File: config.mk
export PLATFORM = sky130hd
export DESIGN_NAME = dvr_search_flat
export DESIGN_NICKNAME = d
export VERILOG_FILES = /design/src/design/dvr_pkg.sv /design/src/design/dvr_if.sv /design/src/design/dvr_search.sv /design/src/flat_wrapper.sv
export SDC_FILE = /design/constraint.sdc
export NUM_CORES = 1
export LEC_CHECK = 0
export BUFFER_PORTS_ARGS = -buffer_cell sky130_fd_sc_hd__buf_2
export CORE_AREA = 8 8 161 163
export CTS_CLUSTER_DIAMETER = 30
export DETAILED_ROUTE_END_ITERATION = 8
export DIE_AREA = 0 0 169 171
export PLACE_DENSITY_LB_ADDON = 0.25
export SLEW_MARGIN = 15
export SYNTH_ARGS = -nofsm -noshare
export SYNTH_HDL_FRONTEND = slang
export SYNTH_SLANG_ARGS = --single-unit
File: constraint.sdc
create_clock -name clk -period 4.94 [get_ports clk]
set_clock_uncertainty 0.2 [all_clocks]
set_input_delay 0 -clock clk [delete_from_list [all_inputs] [get_ports clk]]
set_output_delay 0 -clock clk [all_outputs]
set_load 0.01 [all_outputs]
File: src/design/dvr_pkg.sv
// Shared constants, types and helper functions of the duplicate vertex remap block.
package dvr_pkg;

    localparam int MAX_VERTICES  = 4096;
    localparam int CHANNEL_WIDTH = 32;
    localparam int NUM_CH        = 4;
    localparam int FIELD_W       = 32;
    localparam int KEY_W         = (CHANNEL_WIDTH < FIELD_W) ? CHANNEL_WIDTH : FIELD_W;
    localparam int IDX_W         = $clog2(MAX_VERTICES);
    localparam int CNT_W         = IDX_W + 1;
    localparam int OUT_IDX_W     = 12;
    localparam int CFG_W         = 3;

    localparam logic [CFG_W-1:0] KEY_CH_RESET = CFG_W'(3);

    typedef logic [KEY_W-1:0]            key_t;
    typedef key_t [NUM_CH-1:0]           entry_t;
    typedef logic [IDX_W-1:0]            idx_t;
    typedef logic [CNT_W-1:0]            cnt_t;
    typedef logic [OUT_IDX_W-1:0]        out_idx_t;
    typedef logic [CFG_W-1:0]            cfg_t;

    typedef enum logic [1:0] {
        ST_IDLE,
        ST_SEARCH,
        ST_FINISH
    } state_t;

    typedef struct packed {
        logic   wr_en;
        idx_t   wr_addr;
        entry_t wr_data;
        idx_t   rd_addr;
    } mem_req_t;

    // A count of zero compares one channel, anything above four compares four.
    function automatic logic [NUM_CH-1:0] channel_enable(input cfg_t kc);
        cfg_t              n;
        logic [NUM_CH-1:0] en;
        n = kc;
        if (kc == '0)
        begin
            n = CFG_W'(1);
        end
        else if (kc > CFG_W'(NUM_CH))
        begin
            n = CFG_W'(NUM_CH);
        end
        for (int c = 0; c < NUM_CH; c++)
        begin
            en[c] = (CFG_W'(c) < n);
        end
        return en;
    endfunction

endpackage

File: src/design/dvr_if.sv
// Valid/ready interfaces for the vertex input channel and the index output channel.
interface dvr_in_if;
    import dvr_pkg::*;

    logic                      valid;
    logic                      ready;
    logic                      mesh_start;
    logic signed [FIELD_W-1:0] key_ch0;
    logic signed [FIELD_W-1:0] key_ch1;
    logic signed [FIELD_W-1:0] key_ch2;
    logic signed [FIELD_W-1:0] key_ch3;

    modport source (output valid, mesh_start, key_ch0, key_ch1, key_ch2, key_ch3,
                    input ready);
    modport sink   (input valid, mesh_start, key_ch0, key_ch1, key_ch2, key_ch3,
                    output ready);
endinterface

interface dvr_out_if;
    import dvr_pkg::*;

    logic     valid;
    logic     ready;
    out_idx_t new_index;
    logic     duplicate_hit;
    logic     identity_so_far;
    logic     table_overflow;

    modport source (output valid, new_index, duplicate_hit, identity_so_far, table_overflow,
                    input ready);
    modport sink   (input valid, new_index, duplicate_hit, identity_so_far, table_overflow,
                    output ready);
endinterface

File: src/design/dvr_search.sv
// Search sequencer: scans the key table one entry a cycle through a shared comparator.
module dvr_search (
    input  logic              clk,
    input  logic              rst_n,
    input  dvr_pkg::cfg_t     key_channels,
    dvr_in_if.sink            vtx_in,
    dvr_out_if.source         idx_out,
    output dvr_pkg::mem_req_t mem_req,
    input  dvr_pkg::entry_t   rd_data
);
    import dvr_pkg::*;

    state_t   state_reg, state_next;
    entry_t   key_reg, key_next;
    cnt_t     cnt_reg, cnt_next;
    cnt_t     ord_reg, ord_next;
    logic     ident_reg, ident_next;
    idx_t     scan_reg, scan_next;
    logic     found_reg, found_next;

    logic     out_valid_reg, out_valid_next;
    out_idx_t out_index_reg, out_index_next;
    logic     out_dup_reg, out_dup_next;
    logic     out_ident_reg, out_ident_next;
    logic     out_ovf_reg, out_ovf_next;

    logic [NUM_CH-1:0] ch_en;
    logic              match;
    logic              scan_last;
    logic              out_free;
    entry_t            in_key;
    cnt_t              res_idx;
    logic              res_ident;

    assign in_key[0] = vtx_in.key_ch0[KEY_W-1:0];
    assign in_key[1] = vtx_in.key_ch1[KEY_W-1:0];
    assign in_key[2] = vtx_in.key_ch2[KEY_W-1:0];
    assign in_key[3] = vtx_in.key_ch3[KEY_W-1:0];

    // The comparator is the one shared unit: the stored entry against the held key.
    always_comb
    begin
        ch_en = channel_enable(key_channels);
        match = 1'b1;
        for (int c = 0; c < NUM_CH; c++)
        begin
            if (ch_en[c] && (rd_data[c] != key_reg[c]))
            begin
                match = 1'b0;
            end
        end
    end

    assign scan_last = ((CNT_W'(scan_reg) + CNT_W'(1)) >= cnt_reg);
    assign out_free  = !out_valid_reg || idx_out.ready;

    always_ff @(posedge clk or negedge rst_n)
    begin
        if (!rst_n)
        begin
            state_reg <= ST_IDLE;
        end
        else
        begin
            state_reg <= state_next;
        end
    end

    always_ff @(posedge clk or negedge rst_n)
    begin
        if (!rst_n)
        begin
            cnt_reg       <= '0;
            ord_reg       <= '0;
            ident_reg     <= 1'b1;
            found_reg     <= 1'b0;
            scan_reg      <= '0;
            out_valid_reg <= 1'b0;
        end
        else
        begin
            cnt_reg       <= cnt_next;
            ord_reg       <= ord_next;
            ident_reg     <= ident_next;
            found_reg     <= found_next;
            scan_reg      <= scan_next;
            out_valid_reg <= out_valid_next;
        end
    end

    always_ff @(posedge clk)
    begin
        key_reg       <= key_next;
        out_index_reg <= out_index_next;
        out_dup_reg   <= out_dup_next;
        out_ident_reg <= out_ident_next;
        out_ovf_reg   <= out_ovf_next;
    end

    always_comb
    begin
        state_next     = state_reg;
        key_next       = key_reg;
        cnt_next       = cnt_reg;
        ord_next       = ord_reg;
        ident_next     = ident_reg;
        scan_next      = scan_reg;
        found_next     = found_reg;
        out_valid_next = out_valid_reg && !idx_out.ready;
        out_index_next = out_index_reg;
        out_dup_next   = out_dup_reg;
        out_ident_next = out_ident_reg;
        out_ovf_next   = out_ovf_reg;
        res_idx        = CNT_W'(scan_reg);
        res_ident      = ident_reg;

        vtx_in.ready     = 1'b0;
        mem_req.wr_en    = 1'b0;
        mem_req.wr_addr  = cnt_reg[IDX_W-1:0];
        mem_req.wr_data  = key_reg;
        // While scanning, the next entry is fetched as the current one is compared.
        mem_req.rd_addr  = (state_reg == ST_SEARCH) ? (scan_reg + IDX_W'(1)) : '0;

        case (state_reg)
            ST_IDLE:
            begin
                vtx_in.ready = 1'b1;
                if (vtx_in.valid)
                begin
                    key_next   = in_key;
                    scan_next  = '0;
                    found_next = 1'b0;
                    if (vtx_in.mesh_start)
                    begin
                        cnt_next   = '0;
                        ord_next   = '0;
                        ident_next = 1'b1;
                    end
                    if (vtx_in.mesh_start || (cnt_reg == '0))
                    begin
                        state_next = ST_FINISH;
                    end
                    else
                    begin
                        state_next = ST_SEARCH;
                    end
                end
            end
            ST_SEARCH:
            begin
                if (match)
                begin
                    found_next = 1'b1;
                    state_next = ST_FINISH;
                end
                else if (scan_last)
                begin
                    state_next = ST_FINISH;
                end
                else
                begin
                    scan_next = scan_reg + IDX_W'(1);
                end
            end
            ST_FINISH:
            begin
                if (out_free)
                begin
                    out_dup_next = 1'b0;
                    out_ovf_next = 1'b0;
                    if (found_reg)
                    begin
                        res_idx      = CNT_W'(scan_reg);
                        out_dup_next = 1'b1;
                    end
                    else if (cnt_reg < CNT_W'(MAX_VERTICES))
                    begin
                        res_idx       = cnt_reg;
                        mem_req.wr_en = 1'b1;
                        cnt_next      = cnt_reg + CNT_W'(1);
                    end
                    else
                    begin
                        res_idx      = CNT_W'(MAX_VERTICES - 1);
                        out_ovf_next = 1'b1;
                    end
                    res_ident  = ident_reg && (res_idx == ord_reg);
                    ident_next = res_ident;
                    if (ord_reg < CNT_W'(MAX_VERTICES))
                    begin
                        ord_next = ord_reg + CNT_W'(1);
                    end
                    out_index_next = OUT_IDX_W'(res_idx);
                    out_ident_next = res_ident;
                    out_valid_next = 1'b1;
                    state_next     = ST_IDLE;
                end
            end
            default:
            begin
                state_next = ST_IDLE;
            end
        endcase
    end

    assign idx_out.valid           = out_valid_reg;
    assign idx_out.new_index       = out_index_reg;
    assign idx_out.duplicate_hit   = out_dup_reg;
    assign idx_out.identity_so_far = out_ident_reg;
    assign idx_out.table_overflow  = out_ovf_reg;

    a_count_bound: assert property (@(posedge clk) disable iff (!rst_n)
        cnt_reg <= CNT_W'(MAX_VERTICES))
        else $error("distinct count exceeds table depth");

    a_scan_in_table: assert property (@(posedge clk) disable iff (!rst_n)
        (state_reg == ST_SEARCH) |-> (CNT_W'(scan_reg) < cnt_reg))
        else $error("scan pointer beyond filled entries");

    a_result_from_finish: assert property (@(posedge clk) disable iff (!rst_n)
        $rose(out_valid_reg) |-> $past(state_reg == ST_FINISH))
        else $error("result raised outside finish step");

    a_dup_ovf_exclusive: assert property (@(posedge clk) disable iff (!rst_n)
        out_valid_reg |-> !(out_dup_reg && out_ovf_reg))
        else $error("duplicate and overflow flagged together");

endmodule

File: src/flat_wrapper.sv
// flat-port wrapper written by rule: the top's interface ports become plain ports
module dvr_search_flat import dvr_pkg::*;
  (clk, rst_n, key_channels, mem_req, rd_data, vtx_in_valid, vtx_in_mesh_start, vtx_in_key_ch0, vtx_in_key_ch1, vtx_in_key_ch2, vtx_in_key_ch3, vtx_in_ready, idx_out_valid, idx_out_new_index, idx_out_duplicate_hit, idx_out_identity_so_far, idx_out_table_overflow, idx_out_ready);
  dvr_in_if vtx_in_i ();
  dvr_out_if idx_out_i ();
  input  logic clk;
  input  logic rst_n;
  input  dvr_pkg::cfg_t key_channels;
  output dvr_pkg::mem_req_t mem_req;
  input  dvr_pkg::entry_t rd_data;
  input wire logic [$bits(vtx_in_i.valid)-1:0] vtx_in_valid;
  input wire logic [$bits(vtx_in_i.mesh_start)-1:0] vtx_in_mesh_start;
  input wire logic [$bits(vtx_in_i.key_ch0)-1:0] vtx_in_key_ch0;
  input wire logic [$bits(vtx_in_i.key_ch1)-1:0] vtx_in_key_ch1;
  input wire logic [$bits(vtx_in_i.key_ch2)-1:0] vtx_in_key_ch2;
  input wire logic [$bits(vtx_in_i.key_ch3)-1:0] vtx_in_key_ch3;
  output wire logic [$bits(vtx_in_i.ready)-1:0] vtx_in_ready;
  output wire logic [$bits(idx_out_i.valid)-1:0] idx_out_valid;
  output wire logic [$bits(idx_out_i.new_index)-1:0] idx_out_new_index;
  output wire logic [$bits(idx_out_i.duplicate_hit)-1:0] idx_out_duplicate_hit;
  output wire logic [$bits(idx_out_i.identity_so_far)-1:0] idx_out_identity_so_far;
  output wire logic [$bits(idx_out_i.table_overflow)-1:0] idx_out_table_overflow;
  input wire logic [$bits(idx_out_i.ready)-1:0] idx_out_ready;
  assign vtx_in_i.valid = vtx_in_valid;
  assign vtx_in_i.mesh_start = vtx_in_mesh_start;
  assign vtx_in_i.key_ch0 = vtx_in_key_ch0;
  assign vtx_in_i.key_ch1 = vtx_in_key_ch1;
  assign vtx_in_i.key_ch2 = vtx_in_key_ch2;
  assign vtx_in_i.key_ch3 = vtx_in_key_ch3;
  assign vtx_in_ready = vtx_in_i.ready;
  assign idx_out_valid = idx_out_i.valid;
  assign idx_out_new_index = idx_out_i.new_index;
  assign idx_out_duplicate_hit = idx_out_i.duplicate_hit;
  assign idx_out_identity_so_far = idx_out_i.identity_so_far;
  assign idx_out_table_overflow = idx_out_i.table_overflow;
  assign idx_out_i.ready = idx_out_ready;
  dvr_search u_core (.clk(clk), .rst_n(rst_n), .key_channels(key_channels), .vtx_in(vtx_in_i), .idx_out(idx_out_i), .mem_req(mem_req), .rd_data(rd_data));
endmodule
==> impl_metrics.json <==
{
  "fmax_mhz": 263,
  "syn-num-nets": 955,
  "cp_cell_sequence": "ha_1 -> and3_1 -> nand2_1 -> nor2_1 -> nand3_1 -> xnor2_1 -> ha_1 -> a21o_1 -> a21o_1 -> a211o_1 -> nand2_1 -> o211ai_1 -> a21o_2 -> a22o_1",
  "ant_nets": 0,
  "hpwl_mm": 27.2,
  "ctsHtreeMaxLevel": 4,
  "final_common_cell": "buf_2",
  "ys_types": 56,
  "syn_area_sq_mm": 0.00872,
  "ios": 434,
  "dp.cells": 1404,
  "r2r_cells": 14,
  "place.gp.congestion": 0.949,
  "max_stage_delay_ns": 0.47,
  "clkLatencyLatePin_ns": 0.42,
  "cap_violations": 0,
  "worst_hold_slack_ns": 0.0779,
  "ys.flop_type": "edfxtp_1",
  "vdd_ir_drop_max_mv": 0.249,
  "slew_headroom": 0.304,
  "cp_top_family": "compound AO/OA/AOI/OAI gates",
  "cp-start-kind": "flop",
  "p_total_mw": 5.08,
  "die_h_um": 171,
  "cp_max_fo": 7,
  "grt_setup_unrepaired": "no",
  "worst_pin_slew_ns": 1.04,
  "nets": 1518,
  "hold_viol_final": 0,
  "slowest_stage": "dfrtp_1",
  "dieArea_sq_mm": 0.0289,
  "fin_crit_sh": 0.771,
  "die_width_um": 169,
  "routed_wirelength_mm": 34.5,
  "cts.clk_slew.worst_paths_ns": 0.08,
  "grt_usage": 0.229,
  "crit_arrival_ns": 3.91,
  "drc": 0,
  "post_cts_buffers": 0,
  "routed-via-count": 7621,
  "routedWlPerCell_um": 21.9,
  "core_sq_mm": 0.0233,
  "critPathBufInv": 0,
  "numPortBuffers": 433,
  "slew_violations": 0,
  "synth_seq_area_share": 0.616,
  "clockBufferDepth": 2,
  "hold_class": "in -> reg",
  "fill_cells": 2062,
  "drive_gt1_frac": 0.385,
  "syn_avg_cell_area_sq_um": 12.9,
  "layout_common_cells": "buf_2, edfxtp_1, dlygate4sd3_1, xor2_1, nor2_1",
  "fin_cells": 1580,
  "antenna_found_initial": 12,
  "p_leak_nw": 5.83,
  "synthCells": 674,
  "grt_max_degree": 80,
  "p_per_area_mw_per_mm2": 388,
  "dr.pass1.iters": 6,
  "min_path_cells": 2,
  "post-route-min-period_ns": 3.81,
  "setup_viol": 0,
  "status": "complete, no violations",
  "clock-root-buffer": "clkbuf_16",
  "largest_register_ffs": 128,
  "endpoint_kind": "flop",
  "grt_pass1_vias": 7744,
  "cts.repair.resized": 0,
  "start_util": 0.375,
  "async_flop_share": 0.231,
  "critPathKind": "reg -> reg",
  "cts_tree": "done",
  "rows": 56,
  "clock_sinks": 186,
  "cts_hold_buf": 133,
  "cts_buffers": 17,
  "drt_iter0_markers": 558,
  "grt_pass1_wl_mm": 48.9,
  "path_depth": 14,
  "finalSetupTns_ns": 0,
  "grt.overflow.total": 0,
  "synth_edf_count": 143,
  "ys_ff_latch": 186,
  "vias_per_cell": 4.82,
  "yosysWarnings": 0,
  "cp_data_required_time_ns": 5.04,
  "area_growth_pct": 50.0
}
[synth_stat cells, types with 2 or more instances]
library cell	count	area (sq um)
a21o_1	5	37.5
a21oi_1	16	80.1
a22o_1	3	26.3
and2_1	3	18.8
and3_1	5	31.3
and4_1	2	17.5
buf_2	2	10.0
buf_4	15	113
buf_6	2	22.5
clkbuf_1	5	18.8
dfrtp_1	42	1050
edfxtp_1	143	4290
ha_1	17	213
inv_1	27	101
mux2i_1	2	20.0
nand2_1	37	139
nand2b_1	5	31.3
nand3_1	9	45.0
nand4_1	18	113
nor2_1	49	184
nor2b_1	3	18.8
nor3_1	7	35.0
nor4_1	32	200
o211ai_1	2	15.0
o21ai_0	18	90.1
o22ai_1	4	25.0
o2bb2ai_1	4	35.0
or2_2	2	12.5
or3_1	5	31.3
xnor2_1	45	394
xor2_1	120	1050
[routing by layer]
| layer | vias up | GRT usage | part of all wire |
|---|---|---|---|
| li1 | 3540 | - | - |
| met1 | 3701 | 0.279 | 0.40 |
| met2 | 334 | 0.392 | 0.50 |
| met3 | 42 | 0.0613 | 0.078 |
| met4 | 4 | 0.0669 | 0.019 |
| met5 | - | 0 | 0.00064 |
[report_power, final]
| group | leakage (nW) | switching, mW | total (mW) | internal [mW] |
|---|---|---|---|---|
| Clock | 0.284 | 0.644 | 1.34 | 0.695 |
| Sequential | 1.94 | 0.236 | 2.32 | 2.08 |
| Combinational | 3.60 | 0.839 | 1.42 | 0.584 |
[worst reg2reg max path, cell delays in order, from the launching register on]
cell and delay, ns:
dfrtp_1 0.47, ha_1 0.25, and3_1 0.24, nand2_1 0.07, nor2_1 0.18, nand3_1 0.19
xnor2_1 0.23, ha_1 0.28, a21o_1 0.17, a21o_1 0.17, a211o_1 0.31, nand2_1 0.08
o211ai_1 0.26, a21o_2 0.35, a22o_1 0.24
[metrics by stage]
stage	util	cell area, sq um	worst slack [ns]
2_1_floorplan	-	8720	0.224
3_3_place_gp	0.479	11100	1.24
3_5_place_dp	0.479	11100	1.18
4_1_cts	0.561	13100	1.15
5_1_grt	0.562	13100	0.864
6_report	0.562	13100	1.13
[area by class of cell]
cell class | count | area (sq um) | share of cell area
multi-input cells | 437 | 3090 | 0.236
inverters | 27 | 104 | 0.00794
well taps | 319 | 399 | 0.0305
repair buffers | 568 | 3510 | 0.269
diodes | 11 | 27.5 | 0.00210
flip-flops and latches | 186 | 5370 | 0.411
clock inverters | 13 | 129 | 0.00985
clock buffers | 19 | 453 | 0.0346
[logic make-up after synthesis]
logic type                 share of synthesized area
and+or+nand+nor                                0.112
xor gates and xnor gates                       0.166
muxes                                        0.00359
DFF                                            0.616
AOI/OAI and AO/OA                             0.0481
buffers and inverters                         0.0304
adders and majority gates                     0.0244
[worst paths after layout]
kind / to / slack, ns / startpoint
min in group asynchronous: u_core.ord_reg[8] / 0.11 / rst_n
setup / recovery: u_core.scan_reg[1] / 1.13 / u_core.scan_reg[0]
hold / removal: u_core.mem_req[112] / 0.08 / vtx_in_key_ch3[4]
setup reg to reg: u_core.scan_reg[1] / 1.13 / u_core.scan_reg[0]
hold reg to reg: u_core.state_reg[1] / 0.36 / u_core.state_reg[0]
max in group asynchronous: u_core.found_reg / 3.78 / rst_n
Note: power is estimated with default switching activity, not from simulation.
